--- config.mk ---
export PLATFORM = sky130hd
export DESIGN_NAME = csr_spmv_ram
export DESIGN_NICKNAME = d
export VERILOG_FILES = /design/src/sv/csr_spmv_ram.sv
export SDC_FILE = /design/constraint.sdc
export NUM_CORES = 2
export LEC_CHECK = 0
export ABC_AREA = 1
export BUFFER_PORTS_ARGS = -buffer_cell sky130_fd_sc_hd__buf_2
export CAP_MARGIN = 15
export CELL_PAD_IN_SITES_DETAIL_PLACEMENT = 0
export CELL_PAD_IN_SITES_GLOBAL_PLACEMENT = 1
export CORE_UTILIZATION = 45
export DETAILED_ROUTE_END_ITERATION = 7
export GPL_ROUTABILITY_DRIVEN = 0
export PLACE_DENSITY_LB_ADDON = 0.1
export SETUP_SLACK_MARGIN = 0.02
export SLEW_MARGIN = 20
export SYNTH_ARGS = -nofsm -noshare
export SYNTH_HDL_FRONTEND = slang
export SYNTH_SLANG_ARGS = --single-unit
--- constraint.sdc ---
create_clock -name clk -period 8.1 [get_ports clk]
set_input_delay 2.025 -clock clk [delete_from_list [all_inputs] [get_ports clk]]
set_output_delay 2.025 -clock clk [all_outputs]
set_load 0.01 [all_outputs]
--- src/sv/csr_spmv_ram.sv ---
// Generic single-port-write, single-port-read RAM with registered read data.
// Used for every store of the sparse matrix engine; no dependencies.
module csr_spmv_ram #(
  parameter int WIDTH = 32,
  parameter int DEPTH = 64
) (
  input  logic                     clk,
  input  logic                     we,
  input  logic [$clog2(DEPTH)-1:0] waddr,
  input  logic [WIDTH-1:0]         wdata,
  input  logic                     re,
  input  logic [$clog2(DEPTH)-1:0] raddr,
  output logic [WIDTH-1:0]         rdata
);

  logic [WIDTH-1:0] mem [DEPTH];

  always_ff @(posedge clk) begin
    if (we) begin
      mem[waddr] <= wdata;
    end
    if (re) begin
      rdata <= mem[raddr];
    end
  end

endmodule

==> results.sh <==
export IMPL_rsz0062_at_grt="false"
export IMPL_crit_top_cell="nand3_1"
export IMPL_syn_area_sq_um=83100
export IMPL_crit_fanout=139
export IMPL_clock_latency_ns=0.85
export IMPL_cts_post_setup_buffers_inserted=0
export IMPL_synth_top_cell_by_area="edfxtp_1"
export IMPL_drt_iter0_drc=5168
export IMPL_detail_route_antenna_nets=0
export IMPL_syn_inst=6769
export IMPL_max_vdd_ir_drop_mv=0.195
export IMPL_hpwl_um=127000
export IMPL_clk_pin_slew_worst_paths_ns=0.06
export IMPL_slew_headroom_pct=9.86
export IMPL_critPathBufInv=3
export IMPL_slew_violations=0
export IMPL_die_y_um=432
export IMPL_ys_ff_latch=2080
export IMPL_endpoint_kind="register"
export IMPL_worstSetupPathType="in2reg"
export IMPL_setup_viol=0
export IMPL_cts_resized_gates=0
export IMPL_drtPass1Iterations=5
export IMPL_fin_cells=9419
export IMPL_hold_class="reg2reg"
export IMPL_grt_pass1_wl_um=368000
export IMPL_total_power_uw=22700
export IMPL_crit_path_top_delay_cell="buf_4"
export IMPL_die_area_sq_um=186000
export IMPL_worst_slew_pin_transition_ns=1.35
export IMPL_grt_use_total_pct=27.6
export IMPL_grt_max_degree=183
export IMPL_crit_arrival_ns=5.24
export IMPL_cp_cell_sequence="buf_8 > buf_12 > buf_4 > nand3_1 > nand3_1 > nand3_1 > nand3_1 > nand2_1 > nand2_1 > nand2_1"
export IMPL_ys_seq_area_share_pct=75.2
export IMPL_crit_family="buffers and inverters"
export IMPL_grt_pass1_vias=50000
export IMPL_clockBufferDepth=3
export IMPL_fin_util_pct=50.7
export IMPL_finalHoldViolCount=0
export IMPL_reg2reg_slack_ns=6.18
export IMPL_wl_um=259000
export IMPL_ys_types=15
export IMPL_fp_coreArea_sq_um=183000
export IMPL_ys_warnings_count=0
export IMPL_cts_root_buf="clkbuf_16"
export IMPL_synth_area_top_cells="edfxtp_1, nand3_1, nand2_1"
export IMPL_rows=157
export IMPL_initial_core_util_pct=45.3
export IMPL_io_pins=79
export IMPL_wl_per_cell_um=27.5
export IMPL_cts_hold_repair_buffers=0
export IMPL_fin_crit_ns=4.66
export IMPL_outcome="finished clean"
export IMPL_fin_skew_ns=0.0220
export IMPL_period_share_pct=57.6
export IMPL_io_buffers=78
export IMPL_finalSetupTns_ns=0
export IMPL_clock_sinks=2080
export IMPL_cts_tree="done"
export IMPL_p_leak_uw=0.0323
export IMPL_viasPerCell=5.64
export IMPL_cap_viol_max_count=0
export IMPL_h_tree_depth=4
export IMPL_dp_cells=9020
export IMPL_dr_total_vias=53100
export IMPL_postSynthAreaPerCell_sq_um=12.3
export IMPL_clock_fmax_ghz=0.214
export IMPL_die_w_um=432
export IMPL_area_growth_pct=11.8
export IMPL_critPathRequiredTime_ns=8.68
export IMPL_drc=0
export IMPL_yosysTopAreaCellShare_pct=75.2
export IMPL_crit_path_max_incr_delay_ns=0.85
export IMPL_gr_total_overflow=0
export IMPL_layout_drive_gt1_share_pct=8.34
export IMPL_final_nets=6822
export IMPL_numCtsBuffers=216
export IMPL_cp_start_kind="primary input"
export IMPL_powerDensity_nw_per_um2=244
export IMPL_antenna_found_initial=17
export IMPL_synth_fp_nets=6816
power breakdown:
part           total, uW  internal, uW  switching, uW
sequential         12000         11900           44.9
clock               9310          5180           4130
combinational       1400           313           1080
area by class of cell:
class,instances,area [sq um]
fillers,15900,90400
flip-flops and latches,2080,62500
multi-input cells,4228,18800
clock buffers,277,5720
well taps,2464,3080
repair buffers,237,1910
clock inverters,109,793
inverters,12,82.6
diodes,12,30.0
synth_stat cells, drive strengths merged:
| cell type | count |
|---|---|
| buf | 372 |
| clkbuf | 77 |
| edfxtp | 2080 |
| inv | 12 |
| nand2 | 2248 |
| nand3 | 1907 |
| nand4 | 9 |
| nor2 | 56 |
| nor4 | 8 |
stage by stage:
stage	setup slack, ns	hold slack [ns]	area [sq um]
floorplan	1.95	0.797	83100
global placement	2.66	0.874	86300
detailed placement	2.65	0.871	86300
CTS	3.56	0.887	92800
global route	3.39	0.987	92800
finish	3.44	0.875	92900
sequential cells by signal, summed over array words and instances (netlist names):
register	flops
mem	2048
rdata	32
path summary, 6_finish.rpt:
kind / cells after the start / startpoint / endpoint
hold reg to reg: 8 / mem[14][21]$_DFFE_PP_ / rdata[21]$_DFFE_PP_
hold / removal: 8 / mem[14][21]$_DFFE_PP_ / rdata[21]$_DFFE_PP_
setup reg to reg: 8 / mem[39][26]$_DFFE_PP_ / rdata[26]$_DFFE_PP_
setup / recovery: 10 / raddr[1] / rdata[0]$_DFFE_PP_
kinds of logic (layout without fill, tap and decap cells):
kind of cell	after synthesis	count (layout)	share of synthesized area [%]
and+or+nand+nor	4228	4228	22.0
DFF	2080	2080	75.2
buffers and inverters	461	635	2.77
other	0	12	0
placed cells by master, fill, tap and decap left out, drive strengths merged:
| cell type | synthesis | layout |
|---|---|---|
| edfxtp | 2080 | 2080 |
| clkbuf | 77 | 277 |
| inv | 12 | 17 |
| nor4 | 8 | 8 |
| clkinv | 0 | 95 |
| clkinvlp | 0 | 2 |
| nor2 | 56 | 56 |
| nand3 | 1907 | 1907 |
| nand2 | 2248 | 2248 |
| nand4 | 9 | 9 |
| diode | 0 | 12 |
| buf | 372 | 237 |
| bufinv | 0 | 7 |
routing by layer:
layer	vias to the layer above	part of all wire (%)	track usage, %	wire, um
met5	-	0	0	0
met1	26800	42	37.5	108000
met4	0	3.8	10.2	9740
li1	24200	-	-	-
met2	1749	49	45.6	126000
met3	399	5.8	3.65	14900
worst reg2reg max path: stages (launching register included):
cell and delay (ns):
edfxtp_1 0.36, nand2_1 0.07, nand3_1 0.09, nand3_1 0.14, nand3_1 0.10, nand3_1 0.27
nand2_1 0.31, nand2_1 0.20, nand2_1 0.10
(Power assumes the default switching activity.)
